<file path="config.mk">
export PLATFORM = sky130hd
export DESIGN_NAME = ultrasonic_echo_ranger_median
export DESIGN_NICKNAME = d
export VERILOG_FILES = /design/src/sv/uerm_pkg.sv /design/src/sv/uerm_ram.sv /design/src/sv/uerm_cm_conv.sv /design/src/sv/ultrasonic_echo_ranger_median.sv
export SDC_FILE = /design/constraint.sdc
export NUM_CORES = 1
export LEC_CHECK = 0
export BUFFER_PORTS_ARGS = -buffer_cell sky130_fd_sc_hd__buf_4
export CAP_MARGIN = 0
export CORE_ASPECT_RATIO = 0.9
export CORE_MARGIN = 1.5
export CORE_UTILIZATION = 40
export CTS_CLUSTER_SIZE = 20
export DETAILED_ROUTE_END_ITERATION = 8
export GPL_TIMING_DRIVEN = 0
export SLEW_MARGIN = 20
export SYNTH_ARGS = -nofsm -noshare
export SYNTH_HDL_FRONTEND = slang
export SYNTH_HIERARCHICAL = 1
export SYNTH_SLANG_ARGS = --single-unit
</file>
<file path="constraint.sdc">
create_clock -name clock -period 7.3 [get_ports clock]
set_clock_uncertainty 0.1 [all_clocks]
set_input_delay 1.46 -clock clock [delete_from_list [all_inputs] [get_ports clock]]
set_output_delay 1.46 -clock clock [all_outputs]
set_load 0.005 [all_outputs]
</file>
<file path="src/sv/uerm_pkg.sv">
package uerm_pkg;

   // Item kind carried on the request side
   localparam logic ACT_TICK  = 1'b0;
   localparam logic ACT_START = 1'b1;

   // Configuration register indexes
   localparam logic [2:0] CSR_MEDIAN_MODE   = 3'd0;
   localparam logic [2:0] CSR_SAMPLE_COUNT  = 3'd1;
   localparam logic [2:0] CSR_MAX_ECHO      = 3'd2;
   localparam logic [2:0] CSR_START_TIMEOUT = 3'd3;
   localparam logic [2:0] CSR_PING_GAP      = 3'd4;

   // Configuration reset values
   localparam logic        RST_MEDIAN_MODE   = 1'b0;
   localparam logic [4:0]  RST_SAMPLE_COUNT  = 5'd5;
   localparam logic [15:0] RST_MAX_ECHO      = 16'd4018;
   localparam logic [15:0] RST_START_TIMEOUT = 16'd18000;
   localparam logic [7:0]  RST_PING_GAP      = 8'd29;

   // Ping timing
   localparam int TRIG_LOW_TICKS  = 4;
   localparam int TRIG_HIGH_TICKS = 10;
   localparam int ECHO_OVERHEAD   = 5;
   localparam int GAP_W           = 18;
   localparam int GAP_US_PER_MS   = 1000;

   // Time to centimeters: (t + 28) / 57 through a reciprocal and one correction
   localparam int CM_ROUND = 28;
   localparam int CM_DIV   = 57;
   localparam int CM_RECIP = 1149;

   // Ping phase
   typedef enum logic [6:0] {
      PH_IDLE       = 7'b0000001,
      PH_TRIG_LOW   = 7'b0000010,
      PH_TRIG_HIGH  = 7'b0000100,
      PH_WAIT_CLEAR = 7'b0001000,
      PH_WAIT_RISE  = 7'b0010000,
      PH_MEASURE    = 7'b0100000,
      PH_GAP        = 7'b1000000
   } phase_type;

   // Item sequencer
   typedef enum logic [5:0] {
      SQ_IDLE     = 6'b000001,
      SQ_SORT_RD  = 6'b000010,
      SQ_SORT_CMP = 6'b000100,
      SQ_FIN      = 6'b001000,
      SQ_MED      = 6'b010000,
      SQ_CONV     = 6'b100000
   } seq_type;

   // Result item, first field in the highest bits
   typedef struct packed {
      logic [10:0] distance_cm;
      logic [15:0] echo_time_us;
      logic        no_echo;
      logic        done_res;
      logic        busy_res;
      logic        trigger_level;
   } result_type;

endpackage

</file>
<file path="src/sv/uerm_ram.sv">
module uerm_ram #(
   parameter int WIDTH = 16,
   parameter int DEPTH = 16
) (
   input  logic                                   clock,
   input  logic                                   wr_en,
   input  logic [((DEPTH > 1) ? $clog2(DEPTH) : 1)-1:0] wr_addr,
   input  logic [WIDTH-1:0]                       wr_data,
   input  logic                                   rd_en,
   input  logic [((DEPTH > 1) ? $clog2(DEPTH) : 1)-1:0] rd_addr,
   output logic [WIDTH-1:0]                       rd_data
);

   logic [WIDTH-1:0] mem_ff [DEPTH];
   logic [WIDTH-1:0] rd_data_ff;

   // Write one entry, register the read
   always_ff @(posedge clock) begin
      if (wr_en) begin
         mem_ff[wr_addr] <= wr_data;
      end
      if (rd_en) begin
         rd_data_ff <= mem_ff[rd_addr];
      end
   end

   assign rd_data = rd_data_ff;

endmodule

</file>
<file path="src/sv/uerm_cm_conv.sv">
module uerm_cm_conv (
   input  logic        clock,
   input  logic        reset,
   input  logic        in_valid,
   input  logic [15:0] in_time,
   output logic        out_valid,
   output logic [10:0] out_dist
);

   localparam int N_W    = 17;
   localparam int PROD_W = 28;

   logic              v1_ff, v1_in;
   logic              v2_ff, v2_in;
   logic [N_W-1:0]    n_ff, n_in;
   logic [PROD_W-1:0] prod_ff, prod_in;
   logic              tz_ff, tz_in;
   logic [10:0]       dist_ff, dist_in;

   logic [10:0]       q0;
   logic [10:0]       q;
   logic [N_W-1:0]    qm;
   logic [N_W-1:0]    rem;

   // Stage one: add rounding, multiply by reciprocal
   assign n_in    = N_W'(in_time) + N_W'(uerm_pkg::CM_ROUND);
   assign prod_in = PROD_W'(n_in) * PROD_W'(uerm_pkg::CM_RECIP);
   assign tz_in   = (in_time == '0);
   assign v1_in   = in_valid;

   // Stage two: quotient is low by at most one, correct on remainder
   assign q0   = prod_ff[26:16];
   assign qm   = N_W'(q0) * N_W'(uerm_pkg::CM_DIV);
   assign rem  = n_ff - qm;
   assign q    = (rem >= N_W'(uerm_pkg::CM_DIV)) ? q0 + 11'd1 : q0;
   assign dist_in = ((q == '0) && !tz_ff) ? 11'd1 : q;
   assign v2_in   = v1_ff;

   always_ff @(posedge clock) begin
      if (reset) begin
         v1_ff <= 1'b0;
         v2_ff <= 1'b0;
      end else begin
         v1_ff <= v1_in;
         v2_ff <= v2_in;
      end
   end

   always_ff @(posedge clock) begin
      n_ff    <= n_in;
      prod_ff <= prod_in;
      tz_ff   <= tz_in;
      dist_ff <= dist_in;
   end

   assign out_valid = v2_ff;
   assign out_dist  = dist_ff;

endmodule

</file>
<file path="src/sv/ultrasonic_echo_ranger_median.sv">
// An item that ends no ping gives its result in the cycle after it is taken. An item that
// ends a ping with an echo runs an insertion walk over the sample memory, with an
// SQ_SORT_RD and an SQ_SORT_CMP step per entry moved, then, once enough samples are held,
// a median read and a 2-stage conversion to cm. One item at a time, taken only in SQ_IDLE.
// Reset (synchronous, active high) restores register defaults and idles the ranger.
module ultrasonic_echo_ranger_median #(
   parameter int MAX_SAMPLES = 16,
   parameter int TIME_BITS   = 16
) (
   input  logic        clock,
   input  logic        reset,
   // Request channel
   input  logic        req_tvalid,
   output logic        req_tready,
   input  logic [7:0]  req_tdata,   // [0] echo_level
   input  logic        req_tuser,   // [0] action
   // Result channel
   output logic        rsp_tvalid,
   input  logic        rsp_tready,
   output logic [31:0] rsp_tdata,   // [0] trigger_level, [1] busy_res, [2] done_res,
                                    // [3] no_echo, [19:4] echo_time_us, [30:20] distance_cm
   // Configuration port
   input  logic        csr_we,
   input  logic [2:0]  csr_addr,
   input  logic [15:0] csr_wdata
);

   localparam int IDX_W = (MAX_SAMPLES > 1) ? $clog2(MAX_SAMPLES) : 1;
   localparam int TGT_W = $clog2(MAX_SAMPLES + 1);
   localparam int CMP_W = (TIME_BITS > 16) ? TIME_BITS : 16;

   // Configuration registers
   logic        median_ff, median_in;
   logic [4:0]  sample_ff, sample_in;
   logic [15:0] max_echo_ff, max_echo_in;
   logic [15:0] timeout_ff, timeout_in;
   logic [7:0]  gap_ms_ff, gap_ms_in;

   // Ranger state
   uerm_pkg::phase_type    phase_ff, phase_in;
   uerm_pkg::seq_type      seq_ff, seq_in;
   logic [TIME_BITS-1:0]   pc_ff, pc_in;
   logic [uerm_pkg::GAP_W-1:0] gap_ff, gap_in;
   logic [TGT_W-1:0]       good_ff, good_in;
   logic [TGT_W-1:0]       target_ff, target_in;
   logic [15:0]            last_ff, last_in;
   logic [IDX_W-1:0]       j_ff, j_in;
   logic [TIME_BITS-1:0]   v_ff, v_in;
   logic [15:0]            rep_ff, rep_in;
   uerm_pkg::result_type   rsp_ff, rsp_in;
   logic                   rsp_valid_ff, rsp_valid_in;

   // Sample memory and converter
   logic                   ram_we;
   logic [IDX_W-1:0]       ram_waddr;
   logic [TIME_BITS-1:0]   ram_wdata;
   logic                   ram_re;
   logic [IDX_W-1:0]       ram_raddr;
   logic [TIME_BITS-1:0]   ram_rdata;
   logic                   conv_start;
   logic                   conv_done;
   logic [10:0]            conv_dist;

   logic                   accept;
   logic                   echo;
   logic [TIME_BITS-1:0]   pc_inc;
   logic                   late;
   logic                   echo_full;
   logic [TIME_BITS-1:0]   v_meas;

   uerm_ram #(
      .WIDTH (TIME_BITS),
      .DEPTH (MAX_SAMPLES)
   ) u_samples (
      .clock   (clock),
      .wr_en   (ram_we),
      .wr_addr (ram_waddr),
      .wr_data (ram_wdata),
      .rd_en   (ram_re),
      .rd_addr (ram_raddr),
      .rd_data (ram_rdata)
   );

   uerm_cm_conv u_conv (
      .clock     (clock),
      .reset     (reset),
      .in_valid  (conv_start),
      .in_time   (rep_in),
      .out_valid (conv_done),
      .out_dist  (conv_dist)
   );

   // Handshake
   assign req_tready = (seq_ff == uerm_pkg::SQ_IDLE) && (!rsp_valid_ff || rsp_tready);
   assign accept     = req_tvalid && req_tready;
   assign echo       = req_tdata[0];
   assign rsp_tvalid = rsp_valid_ff;
   assign rsp_tdata  = {1'b0, rsp_ff};

   // Counter helpers
   assign pc_inc    = (pc_ff == '1) ? pc_ff : pc_ff + 1'b1;
   assign late      = CMP_W'(pc_ff) >= CMP_W'(timeout_ff);
   assign echo_full = CMP_W'(pc_ff) >= CMP_W'(max_echo_ff);
   assign v_meas    = (pc_ff > TIME_BITS'(uerm_pkg::ECHO_OVERHEAD)) ?
                      pc_ff - TIME_BITS'(uerm_pkg::ECHO_OVERHEAD) : '0;

   // Configuration writes
   always_comb begin
      median_in   = median_ff;
      sample_in   = sample_ff;
      max_echo_in = max_echo_ff;
      timeout_in  = timeout_ff;
      gap_ms_in   = gap_ms_ff;
      if (csr_we) begin
         unique case (csr_addr)
            uerm_pkg::CSR_MEDIAN_MODE:   median_in   = csr_wdata[0];
            uerm_pkg::CSR_SAMPLE_COUNT:  sample_in   = csr_wdata[4:0];
            uerm_pkg::CSR_MAX_ECHO:      max_echo_in = csr_wdata;
            uerm_pkg::CSR_START_TIMEOUT: timeout_in  = csr_wdata;
            uerm_pkg::CSR_PING_GAP:      gap_ms_in   = csr_wdata[7:0];
            default: ;
         endcase
      end
   end

   // Sequencer
   always_comb begin
      logic                 ping_end;
      logic [TIME_BITS-1:0] v;
      int                   n_int;
      logic [7:0]           gap_ms;
      logic [5:0]           back;
      uerm_pkg::result_type res;
      logic                 load;

      ping_end = 1'b0;
      v        = '0;
      n_int    = 1;
      gap_ms   = '0;
      back     = last_ff[15:10];
      res      = '0;
      load     = 1'b0;

      phase_in  = phase_ff;
      seq_in    = seq_ff;
      pc_in     = pc_ff;
      gap_in    = gap_ff;
      good_in   = good_ff;
      target_in = target_ff;
      last_in   = last_ff;
      j_in      = j_ff;
      v_in      = v_ff;
      rep_in    = rep_ff;
      rsp_in    = rsp_ff;
      rsp_valid_in = rsp_valid_ff && !rsp_tready;

      ram_we     = 1'b0;
      ram_waddr  = j_ff;
      ram_wdata  = v_ff;
      ram_re     = 1'b0;
      ram_raddr  = j_ff - 1'b1;
      conv_start = 1'b0;

      unique case (seq_ff)
         uerm_pkg::SQ_IDLE: begin
            if (accept) begin
               if (req_tuser == uerm_pkg::ACT_START) begin
                  // Start a measurement only when idle
                  if (phase_ff == uerm_pkg::PH_IDLE) begin
                     if (sample_ff == '0) begin
                        n_int = 1;
                     end else if (int'(sample_ff) > MAX_SAMPLES) begin
                        n_int = MAX_SAMPLES;
                     end else begin
                        n_int = int'(sample_ff);
                     end
                     target_in = median_ff ? TGT_W'(n_int) : TGT_W'(1);
                     good_in   = '0;
                     pc_in     = '0;
                     gap_in    = '0;
                     phase_in  = uerm_pkg::PH_TRIG_LOW;
                  end
               end else begin
                  // Advance the ping by one microsecond
                  unique case (phase_ff)
                     uerm_pkg::PH_IDLE: phase_in = uerm_pkg::PH_IDLE;
                     uerm_pkg::PH_TRIG_LOW: begin
                        if (pc_inc >= TIME_BITS'(uerm_pkg::TRIG_LOW_TICKS)) begin
                           phase_in = uerm_pkg::PH_TRIG_HIGH;
                           pc_in    = '0;
                        end else begin
                           pc_in = pc_inc;
                        end
                     end
                     uerm_pkg::PH_TRIG_HIGH: begin
                        if (pc_inc >= TIME_BITS'(uerm_pkg::TRIG_HIGH_TICKS)) begin
                           phase_in = uerm_pkg::PH_WAIT_CLEAR;
                           pc_in    = '0;
                        end else begin
                           pc_in = pc_inc;
                        end
                     end
                     uerm_pkg::PH_WAIT_CLEAR, uerm_pkg::PH_WAIT_RISE: begin
                        pc_in = pc_inc;
                        if (echo) begin
                           if (phase_ff == uerm_pkg::PH_WAIT_RISE || late) begin
                              phase_in = uerm_pkg::PH_MEASURE;
                              pc_in    = TIME_BITS'(1);
                           end
                        end else if (late) begin
                           ping_end = 1'b1;
                        end else begin
                           phase_in = uerm_pkg::PH_WAIT_RISE;
                        end
                     end
                     uerm_pkg::PH_MEASURE: begin
                        if (echo) begin
                           if (echo_full) begin
                              ping_end = 1'b1;
                           end else begin
                              pc_in = pc_inc;
                           end
                        end else begin
                           ping_end = 1'b1;
                           v        = v_meas;
                        end
                     end
                     uerm_pkg::PH_GAP: begin
                        if (gap_ff <= uerm_pkg::GAP_W'(1)) begin
                           gap_in   = '0;
                           phase_in = uerm_pkg::PH_TRIG_LOW;
                           pc_in    = '0;
                        end else begin
                           gap_in = gap_ff - 1'b1;
                        end
                     end
                     default: phase_in = uerm_pkg::PH_IDLE;
                  endcase
               end

               if (ping_end) begin
                  if (v == '0) begin
                     // Failed ping: lower the target
                     if (target_ff != '0) begin
                        target_in = target_ff - 1'b1;
                     end
                     last_in = max_echo_ff;
                     seq_in  = uerm_pkg::SQ_FIN;
                  end else begin
                     // Good ping: start the insertion walk at the fill point
                     j_in = (int'(good_ff) >= MAX_SAMPLES - 1) ?
                            IDX_W'(MAX_SAMPLES - 1) : IDX_W'(good_ff);
                     if (int'(good_ff) < MAX_SAMPLES) begin
                        good_in = good_ff + 1'b1;
                     end
                     last_in = 16'(v);
                     v_in    = v;
                     seq_in  = uerm_pkg::SQ_SORT_RD;
                  end
               end else begin
                  res.trigger_level = (phase_in == uerm_pkg::PH_TRIG_HIGH);
                  res.busy_res      = (phase_in != uerm_pkg::PH_IDLE);
                  load = 1'b1;
               end
            end
         end

         uerm_pkg::SQ_SORT_RD: begin
            if (j_ff == '0) begin
               ram_we    = 1'b1;
               ram_waddr = '0;
               ram_wdata = v_ff;
               seq_in    = uerm_pkg::SQ_FIN;
            end else begin
               ram_re = 1'b1;
               seq_in = uerm_pkg::SQ_SORT_CMP;
            end
         end

         uerm_pkg::SQ_SORT_CMP: begin
            ram_we = 1'b1;
            if (ram_rdata < v_ff) begin
               // Shift the smaller entry down one place
               ram_wdata = ram_rdata;
               j_in      = j_ff - 1'b1;
               seq_in    = uerm_pkg::SQ_SORT_RD;
            end else begin
               ram_wdata = v_ff;
               seq_in    = uerm_pkg::SQ_FIN;
            end
         end

         uerm_pkg::SQ_FIN: begin
            if (good_ff >= target_ff) begin
               if (good_ff != '0) begin
                  // Fetch the middle entry
                  ram_re    = 1'b1;
                  ram_raddr = IDX_W'(target_ff >> 1);
                  seq_in    = uerm_pkg::SQ_MED;
               end else begin
                  res.done_res = 1'b1;
                  res.no_echo  = 1'b1;
                  phase_in = uerm_pkg::PH_IDLE;
                  pc_in    = '0;
                  gap_in   = '0;
                  load     = 1'b1;
                  seq_in   = uerm_pkg::SQ_IDLE;
               end
            end else begin
               // Schedule the next ping after the pause
               gap_ms = (gap_ms_ff > 8'(back)) ? gap_ms_ff - 8'(back) : '0;
               pc_in  = '0;
               if (gap_ms == '0) begin
                  phase_in = uerm_pkg::PH_TRIG_LOW;
               end else begin
                  gap_in   = uerm_pkg::GAP_W'(gap_ms) *
                             uerm_pkg::GAP_W'(uerm_pkg::GAP_US_PER_MS);
                  phase_in = uerm_pkg::PH_GAP;
               end
               res.busy_res = 1'b1;
               load   = 1'b1;
               seq_in = uerm_pkg::SQ_IDLE;
            end
         end

         uerm_pkg::SQ_MED: begin
            rep_in     = 16'(ram_rdata);
            conv_start = 1'b1;
            seq_in     = uerm_pkg::SQ_CONV;
         end

         uerm_pkg::SQ_CONV: begin
            if (conv_done) begin
               res.done_res     = 1'b1;
               res.no_echo      = (rep_ff == '0);
               res.echo_time_us = rep_ff;
               res.distance_cm  = (rep_ff == '0) ? '0 : conv_dist;
               phase_in = uerm_pkg::PH_IDLE;
               pc_in    = '0;
               gap_in   = '0;
               load     = 1'b1;
               seq_in   = uerm_pkg::SQ_IDLE;
            end
         end

         default: seq_in = uerm_pkg::SQ_IDLE;
      endcase

      // Load the output register
      if (load) begin
         rsp_in       = res;
         rsp_valid_in = 1'b1;
      end
   end

   // Control state
   always_ff @(posedge clock) begin
      if (reset) begin
         median_ff    <= uerm_pkg::RST_MEDIAN_MODE;
         sample_ff    <= uerm_pkg::RST_SAMPLE_COUNT;
         max_echo_ff  <= uerm_pkg::RST_MAX_ECHO;
         timeout_ff   <= uerm_pkg::RST_START_TIMEOUT;
         gap_ms_ff    <= uerm_pkg::RST_PING_GAP;
         phase_ff     <= uerm_pkg::PH_IDLE;
         seq_ff       <= uerm_pkg::SQ_IDLE;
         pc_ff        <= '0;
         gap_ff       <= '0;
         good_ff      <= '0;
         target_ff    <= '0;
         last_ff      <= '0;
         rsp_valid_ff <= 1'b0;
      end else begin
         median_ff    <= median_in;
         sample_ff    <= sample_in;
         max_echo_ff  <= max_echo_in;
         timeout_ff   <= timeout_in;
         gap_ms_ff    <= gap_ms_in;
         phase_ff     <= phase_in;
         seq_ff       <= seq_in;
         pc_ff        <= pc_in;
         gap_ff       <= gap_in;
         good_ff      <= good_in;
         target_ff    <= target_in;
         last_ff      <= last_in;
         rsp_valid_ff <= rsp_valid_in;
      end
   end

   // Payload
   always_ff @(posedge clock) begin
      j_ff   <= j_in;
      v_ff   <= v_in;
      rep_ff <= rep_in;
      rsp_ff <= rsp_in;
   end

endmodule
</file>
# Yosys cells after proc, flatten, opt, wreduce, memory -nomap -nowiden
# Memory sizes are Yosys's and may differ from the RTL's. A register that Yosys moved wholly into a read port is not among the register bits.
# Index checks and enable logic that the tools add are counted.
[classes] n_addsub=10 multipliers=3 order_cmp=13 n_eq_ne=33 mux=120 bitwise_logic=5 n_reduce_logical=38
[ops] cell="$mux 16" count=24
[ops] cell="$mux 18" count=9
[ops] cell="$mux 7" count=15
[ops] cell="$pmux 16 s5" count=1
[ops] cell="$mux 5" count=14
[ops] cell="$pmux 18 s3" count=1
[ops] cell="$mux 4" count=13
[ops] cell="$logic_not 16->1" count=3
[ops] cell="$pmux 16 s3" count=1
[ops] cell="$pmux 6 s6" count=1
[ops] cell="$pmux 7 s5" count=1
[ops] cell="$ge 16x16->1" count=2
[ops] cell="$mul 17x11->27 const B" count=1
[ops] cell="$mux 6" count=4
[ops] cell="$mux 1" count=21
[ops] cell="$pmux 7 s3" count=1
[ops] cell="$le 18x1->1 const B" count=1
[ops] cell="$sub 18x1->18 const B" count=1
[ops] cell="$add 16x5->17 const B" count=1
[ops] cell="$ge 17x6->1 const B" count=1
[ops] cell="$mul 11x6->17 const B" count=1
[ops] cell="$sub 17x17->17" count=1
[ops] cell="$add 16x1->16 const B" count=1
[ops] cell="$eq 16x16->1 const B" count=1
[ops] cell="66 further kinds" count=102
[totals] regBits=245 ramBits=256 in_bits=33 out_inout_bits=34 word_cells=251 mem_count=1
[mem_list] name="u_samples.mem_ff" depth=16 width=16 read_ports=1 rd_clocked_by_memory_dff=1 wr=1 line_no="uerm_ram.sv:14" source="logic [WIDTH-1:0] mem_ff [DEPTH];"

# Logic depth before layout (Yosys ltp)
[depth] ltp_word=12 mapped_depth=30 depth_no_buf=29

# Modules after synthesis
# Netlist, hierarchy kept.
[modules_own_cells] module="ultrasonic_echo_ranger_median" instances=1 cells_per_inst=1485 area_per_inst_um2=12455.7 seq_area_each_um2=4053.9
[modules_own_cells] module="uerm_ram" instances=1 cells_per_inst=432 area_per_inst_um2=10203.5 seq_area_each_um2=8167.8
[modules_own_cells] module="uerm_cm_conv" instances=1 cells_per_inst=722 area_per_inst_um2=6972.9 seq_area_each_um2=840.8

# Worst setup path before layout
# OpenSTA, ideal clock, no wires.
[synth_timing] kind="register to register" start="register seq_ff[1]" end="register u_conv.prod_ff[26]" setup_ns=0.118 arrival_ns=7.657 required_time_ns=7.082 slack_ns=-0.575 path_stages_with_launch=27 path_buffers=1 period_less_slack_ns=7.875 path_cell_list="dfxtp_1 clkbuf_1 or4_1 nor3b_1 nand2_1 nand2_1 inv_1 ha_1 nand2b_1 nand4_1 xnor2_1 fa_1 fa_1 fa_1 fa_1 fa_1 ha_1 a21o_1 a211oi_1 o211a_1 a211oi_1 a41oi_1 a311oi_1 a211oi_1 o21bai_1 a21o_1 xnor2_1"
[synth_via] elab_chain_len=4
[synth_lines] element="from (decl)" line_no="ultrasonic_echo_ranger_median.sv:41" source="uerm_pkg::seq_type seq_ff, seq_in;"
[synth_lines] element="from (signal assigned)" line_no="ultrasonic_echo_ranger_median.sv:365" source="seq_ff <= uerm_pkg::SQ_IDLE;"
[synth_lines] element="from (signal assigned)" line_no="ultrasonic_echo_ranger_median.sv:379" source="seq_ff <= seq_in;"
[synth_lines] element="$eq 6x5->1" line_no="ultrasonic_echo_ranger_median.sv:164" source="unique case (seq_ff)"
[synth_lines] element="$mux 16" line_no="ultrasonic_echo_ranger_median.sv:164"
[synth_lines] element="net rep_in[2]" line_no="ultrasonic_echo_ranger_median.sv:49" source="logic [15:0] rep_ff, rep_in;"
[synth_lines] element="$add 16x5->17" line_no="uerm_cm_conv.sv:26" source="assign n_in = N_W'(in_time) + N_W'(uerm_pkg::CM_ROUND);"
[synth_lines] element="net u_conv.n_in[2]" line_no="uerm_cm_conv.sv:15" source="logic [N_W-1:0] n_ff, n_in;"
[synth_lines] element="$mul 17x11->27" line_no="uerm_cm_conv.sv:27" source="assign prod_in = PROD_W'(n_in) * PROD_W'(uerm_pkg::CM_RECIP);"
[synth_lines] element="net u_conv.prod_in[26]" line_no="uerm_cm_conv.sv:16" source="logic [PROD_W-1:0] prod_ff, prod_in;"
[synth_lines] element="to (signal assigned)" line_no="uerm_cm_conv.sv:51" source="prod_ff <= prod_in;"
[synth_lines] element="to (decl)" line_no="uerm_cm_conv.sv:16"
# The timed path passes the listed nets, and every way through them passes these cells.
# A chain may end at the register's enable or synchronous reset.

# Worst setup path after layout
[layout_timing] start="register seq_ff[0]" end="register u_conv.prod_ff[26]"
# The elaborated chain is that of the path after synthesis.

==> metrics.txt <==
# TYPE chip_impl_metric gauge
chip_impl_metric{name="post-place-ws",unit="ns"} -1.40
chip_impl_metric{name="postRouteWirelength",unit="microns"} 77900
chip_impl_info{name="leading_post_synthesis_cells_by_cell_area",value="edfxtp_1, dfxtp_1, ha_1"} 1
chip_impl_metric{name="number_of_buffers_on_the_longest_clock_path",unit=""} 3
chip_impl_metric{name="pin_count",unit=""} 67
chip_impl_info{name="timing.hold.worst_endpoint",value="u_conv/out_valid"} 1
chip_impl_metric{name="vias",unit=""} 21200
chip_impl_metric{name="setup-violations-final",unit=""} 0
chip_impl_info{name="postSynth.topFlopCell",value="edfxtp_1"} 1
chip_impl_metric{name="drive_above_1_share",unit="%"} 16.7
chip_impl_info{name="top_signal_layer_used",value="met4"} 1
chip_impl_metric{name="fmax",unit="GHz"} 0.137
chip_impl_metric{name="power_density",unit="nW/um^2"} 193
chip_impl_metric{name="detail_route.drc_violations",unit=""} 0
chip_impl_metric{name="wl_per_cell",unit="microns"} 20.3
chip_impl_metric{name="layout-area-overhead-vs-synth",unit="%"} 15.9
chip_impl_metric{name="vias_per_cell",unit=""} 5.53
chip_impl_metric{name="chipWidth",unit="microns"} 290
chip_impl_info{name="regToRegEndpoint",value="u_conv/prod_ff[26]"} 1
chip_impl_info{name="synth.largest_area_cell",value="edfxtp_1"} 1
chip_impl_metric{name="netlist_area",unit="sq um"} 29600
chip_impl_info{name="crit_path_frequent_cell",value="buf_4"} 1
chip_impl_metric{name="power.static_leakage",unit="nW"} 13.6
chip_impl_metric{name="met3WireLength",unit="microns"} 3990
chip_impl_metric{name="worst_hold_stages",unit=""} 1
chip_impl_info{name="tritoncts",value="yes"} 1
chip_impl_info{name="rr_startpoint",value="seq_ff[0]"} 1
chip_impl_metric{name="wl_met2",unit="microns"} 36300
chip_impl_metric{name="r2r_setup_slk",unit="ns"} 0.0009
chip_impl_metric{name="routedLengthMet1",unit="microns"} 36000
chip_impl_metric{name="drtPass1Iterations",unit=""} 6
chip_impl_metric{name="ir_worst_vdd",unit="mV"} 0.197
chip_impl_metric{name="finalNonFillerCells",unit=""} 3828
chip_impl_info{name="cp-end-kind",value="flip-flop"} 1
chip_impl_metric{name="worst_skew_pair.late_latency",unit="ns"} 0.63
chip_impl_metric{name="grt_first_pass_wirelength",unit="microns"} 121000
chip_impl_info{name="final_common_cell",value="edfxtp_1"} 1
chip_impl_metric{name="final_hold_viol_count",unit=""} 0
chip_impl_info{name="slowest_stage",value="fa_2"} 1
chip_impl_info{name="layout_common_cells",value="edfxtp_1, inv_1, ha_1"} 1
chip_impl_metric{name="post-dp-hpwl",unit="microns"} 57900
chip_impl_metric{name="overflow",unit=""} 0
chip_impl_info{name="hold_path_class",value="flip-flop to flip-flop"} 1
chip_impl_metric{name="gp_congestion",unit=""} 0.905
chip_impl_info{name="grt_setup_unrepaired",value="yes"} 1
chip_impl_metric{name="share_of_the_synthesized_area_in_the_top_cell_type",unit="%"} 32.7
chip_impl_metric{name="final_critical_path_setup_slack",unit="ns"} 0.000917
chip_impl_metric{name="post_synth.cell_area_avg",unit="sq um"} 11.2
chip_impl_metric{name="async_reset_ff_share",unit="%"} 0
chip_impl_metric{name="grt_usage",unit="%"} 20.4
chip_impl_info{name="setup_crit_start_kind",value="flip-flop"} 1
chip_impl_metric{name="critical_path_peak_fanout",unit=""} 7
chip_impl_metric{name="die_area",unit="sq um"} 75700
chip_impl_metric{name="period_minus_slack",unit="ns"} 7.30
chip_impl_metric{name="synth_sequential_area_ratio",unit="%"} 44.1
chip_impl_info{name="crit_type",value="flip-flop to flip-flop"} 1
chip_impl_metric{name="power.total",unit="mW"} 6.63
chip_impl_info{name="timing.critical_path.from",value="seq_ff[0]"} 1
chip_impl_metric{name="drt_iter0_drc",unit=""} 1683
chip_impl_metric{name="std_cell_rows",unit=""} 94
chip_impl_metric{name="layout.nets",unit=""} 3222
chip_impl_metric{name="crit_arrival",unit="ns"} 7.66
chip_impl_metric{name="dpl.cell_count",unit=""} 3675
chip_impl_metric{name="synth_edf_count",unit=""} 323
chip_impl_metric{name="required_time_at_the_endpoint_of_the_critical_path",unit="ns"} 7.67
chip_impl_metric{name="cts-buffers-inserted",unit=""} 53
chip_impl_metric{name="ant_nets",unit=""} 0
chip_impl_metric{name="via_count_of_the_first_global_routing_pass",unit=""} 21100
chip_impl_metric{name="yosys.cell_types.count",unit=""} 108
chip_impl_metric{name="synthesis.nets",unit=""} 3037
chip_impl_metric{name="dieHeight",unit="microns"} 261
chip_impl_metric{name="slew_headroom",unit="%"} 34.4
chip_impl_metric{name="h-tree-depth",unit=""} 2
chip_impl_metric{name="floorplan.initialDensity",unit="%"} 40.5
chip_impl_metric{name="buffers_added_on_ports",unit=""} 58
chip_impl_metric{name="n_antenna_cell",unit=""} 0
chip_impl_metric{name="slew_violations",unit=""} 0
chip_impl_metric{name="gate_count_of_the_mapped_netlist",unit=""} 2639
chip_impl_info{name="hold_path_startpoint",value="u_conv/v1_ff"} 1
chip_impl_info{name="status",value="complete, no violations"} 1
chip_impl_metric{name="layout_worst_path_cycle_share",unit="%"} 100
chip_impl_metric{name="cts_sinks",unit=""} 491
chip_impl_metric{name="ys.warnings.count",unit=""} 6
chip_impl_metric{name="grt_antenna_before_repair",unit=""} 1
chip_impl_metric{name="postSynthRegisterBits",unit=""} 491
chip_impl_metric{name="timing.max_cap.violations",unit=""} 0
chip_impl_metric{name="core_area",unit="sq um"} 73200
chip_impl_info{name="clock_tree.root_cell",value="clkbuf_16"} 1
chip_impl_metric{name="grt_start_max_net_pins",unit=""} 20
chip_impl_metric{name="cts.reportedPaths.clkPinSlew",unit="ns"} 0.06
chip_impl_metric{name="timing.critical_path.slowest_cell_delay",unit="ns"} 0.57
chip_impl_metric{name="reg2reg_depth",unit=""} 31
chip_impl_metric{name="worst_slew_pin_slew",unit="ns"} 0.975
==> where the power goes <==
group,switching (mW),internal [mW],leakage (nW)
Combinational,0.519,0.361,8.73
Sequential,0.0240,2.96,3.98
Clock,1.17,1.59,0.880
==> worst max path at each step <==
stage / to / slack, ns / cells past startpoint
floorplan: u_conv/prod_ff[26] / 0.02 / 27
global placement: u_conv/prod_ff[26] / -1.50 / 28
detailed placement: u_conv/prod_ff[26] / -1.40 / 26
CTS: u_conv/prod_ff[26] / 0.002 / 30
global route: u_conv/prod_ff[26] / -0.27 / 28
finish: u_conv/prod_ff[26] / 0.0009 / 31
==> synth_stat cells, types with 9 or more instances <==
cell / number
nand2b_1: 23
o21a_1: 12
xor2_1: 27
nor2_1: 149
a22oi_1: 44
dfxtp_1: 168
clkbuf_8: 9
inv_1: 295
mux2i_1: 16
buf_6: 10
or2_2: 9
a31oi_1: 14
mux4_1: 10
a211oi_1: 24
a21o_1: 23
mux2_2: 18
buf_2: 16
mux4_2: 54
nand4_1: 37
edfxtp_1: 323
nand3b_1: 11
xnor2_1: 50
nor3_1: 63
ha_1: 248
nor2b_1: 17
clkbuf_1: 55
fa_1: 117
nor4_1: 19
nand3_1: 64
nand2_1: 234
o211ai_1: 24
or3_1: 10
and3_1: 28
a21oi_1: 122
and2_1: 27
o21ai_0: 81
==> cells by family (layout without fill, tap and decap cells) <==
logic type | count (synthesis) | in the layout | share of synthesized area (%)
adders and majority gates | 365 | 365 | 18.4
buffers and inverters | 399 | 628 | 5.78
AOI/OAI and AO/OA | 449 | 449 | 10.3
other | 1 | 1 | 0.0127
muxes | 99 | 99 | 6.25
and+or+nand+nor | 757 | 757 | 12.9
xor gates and xnor gates | 78 | 78 | 2.33
DFF | 491 | 491 | 44.1
==> layer usage <==
layer / vias up / global-route usage (%)
li1: 9875 / -
met1: 10600 / 28.9
met2: 617 / 33.8
met3: 127 / 2.22
met4: 0 / 5.01
met5: - / 0
==> critical path: cells and delay by family, from the launching register on <==
kind	cells	cell delay, ns
and+or+nand+nor	6	1.14
DFF	1	0.36
AOI/OAI and AO/OA	9	1.51
adders and majority gates	6	2.72
xor gates and xnor gates	2	0.28
buffers and inverters	8	1.00
==> final cells by class <==
type	instances	area, sq um
clock buffers	64	1430
clock inverters	35	369
inverters	297	1120
flip-flops and latches	491	13100
multi-input cells	1749	15500
repair buffers	132	1080
fillers	6603	38800
well taps	960	1200
plain buffers	100	602
==> through the flow <==
stage          setup TNS [ns]  util [%]  hold slack, ns  cell area, sq um
2_1_floorplan               0         -           0.314             29700
3_3_place_gp           -10.57      42.8           0.331             31300
3_5_place_dp            -9.04      43.2           0.324             31600
4_1_cts                     0      46.6           0.339             34100
5_1_grt                -0.757      47.0           0.369             34400
6_report                    0      47.0           0.339             34400
==> flip-flops by register name, summed over array words and instances, names as in the netlist, 13 cells and up <==
register and flops:
gap_ff 18, max_echo_ff 16, pc_ff 16, rep_ff 16, rsp_tdata 31, timeout_ff 16
u_conv/n_ff 15, u_conv/prod_ff 13, u_samples/mem_ff 256, u_samples/rd_data 16, v_ff 16
==> timing repair <==
| item | in CTS | in global routing |
|---|---|---|
| buffers inserted | 41 | 15 |
| hold buffers | 0 | 0 |
| resized for setup | 63 | 36 |
| pin swaps | 35 | 38 |
| gates cloned | 1 | 0 |
| setup endpoints to repair | 11 | 8 |
Note: power is estimated with default switching activity, not from simulation.
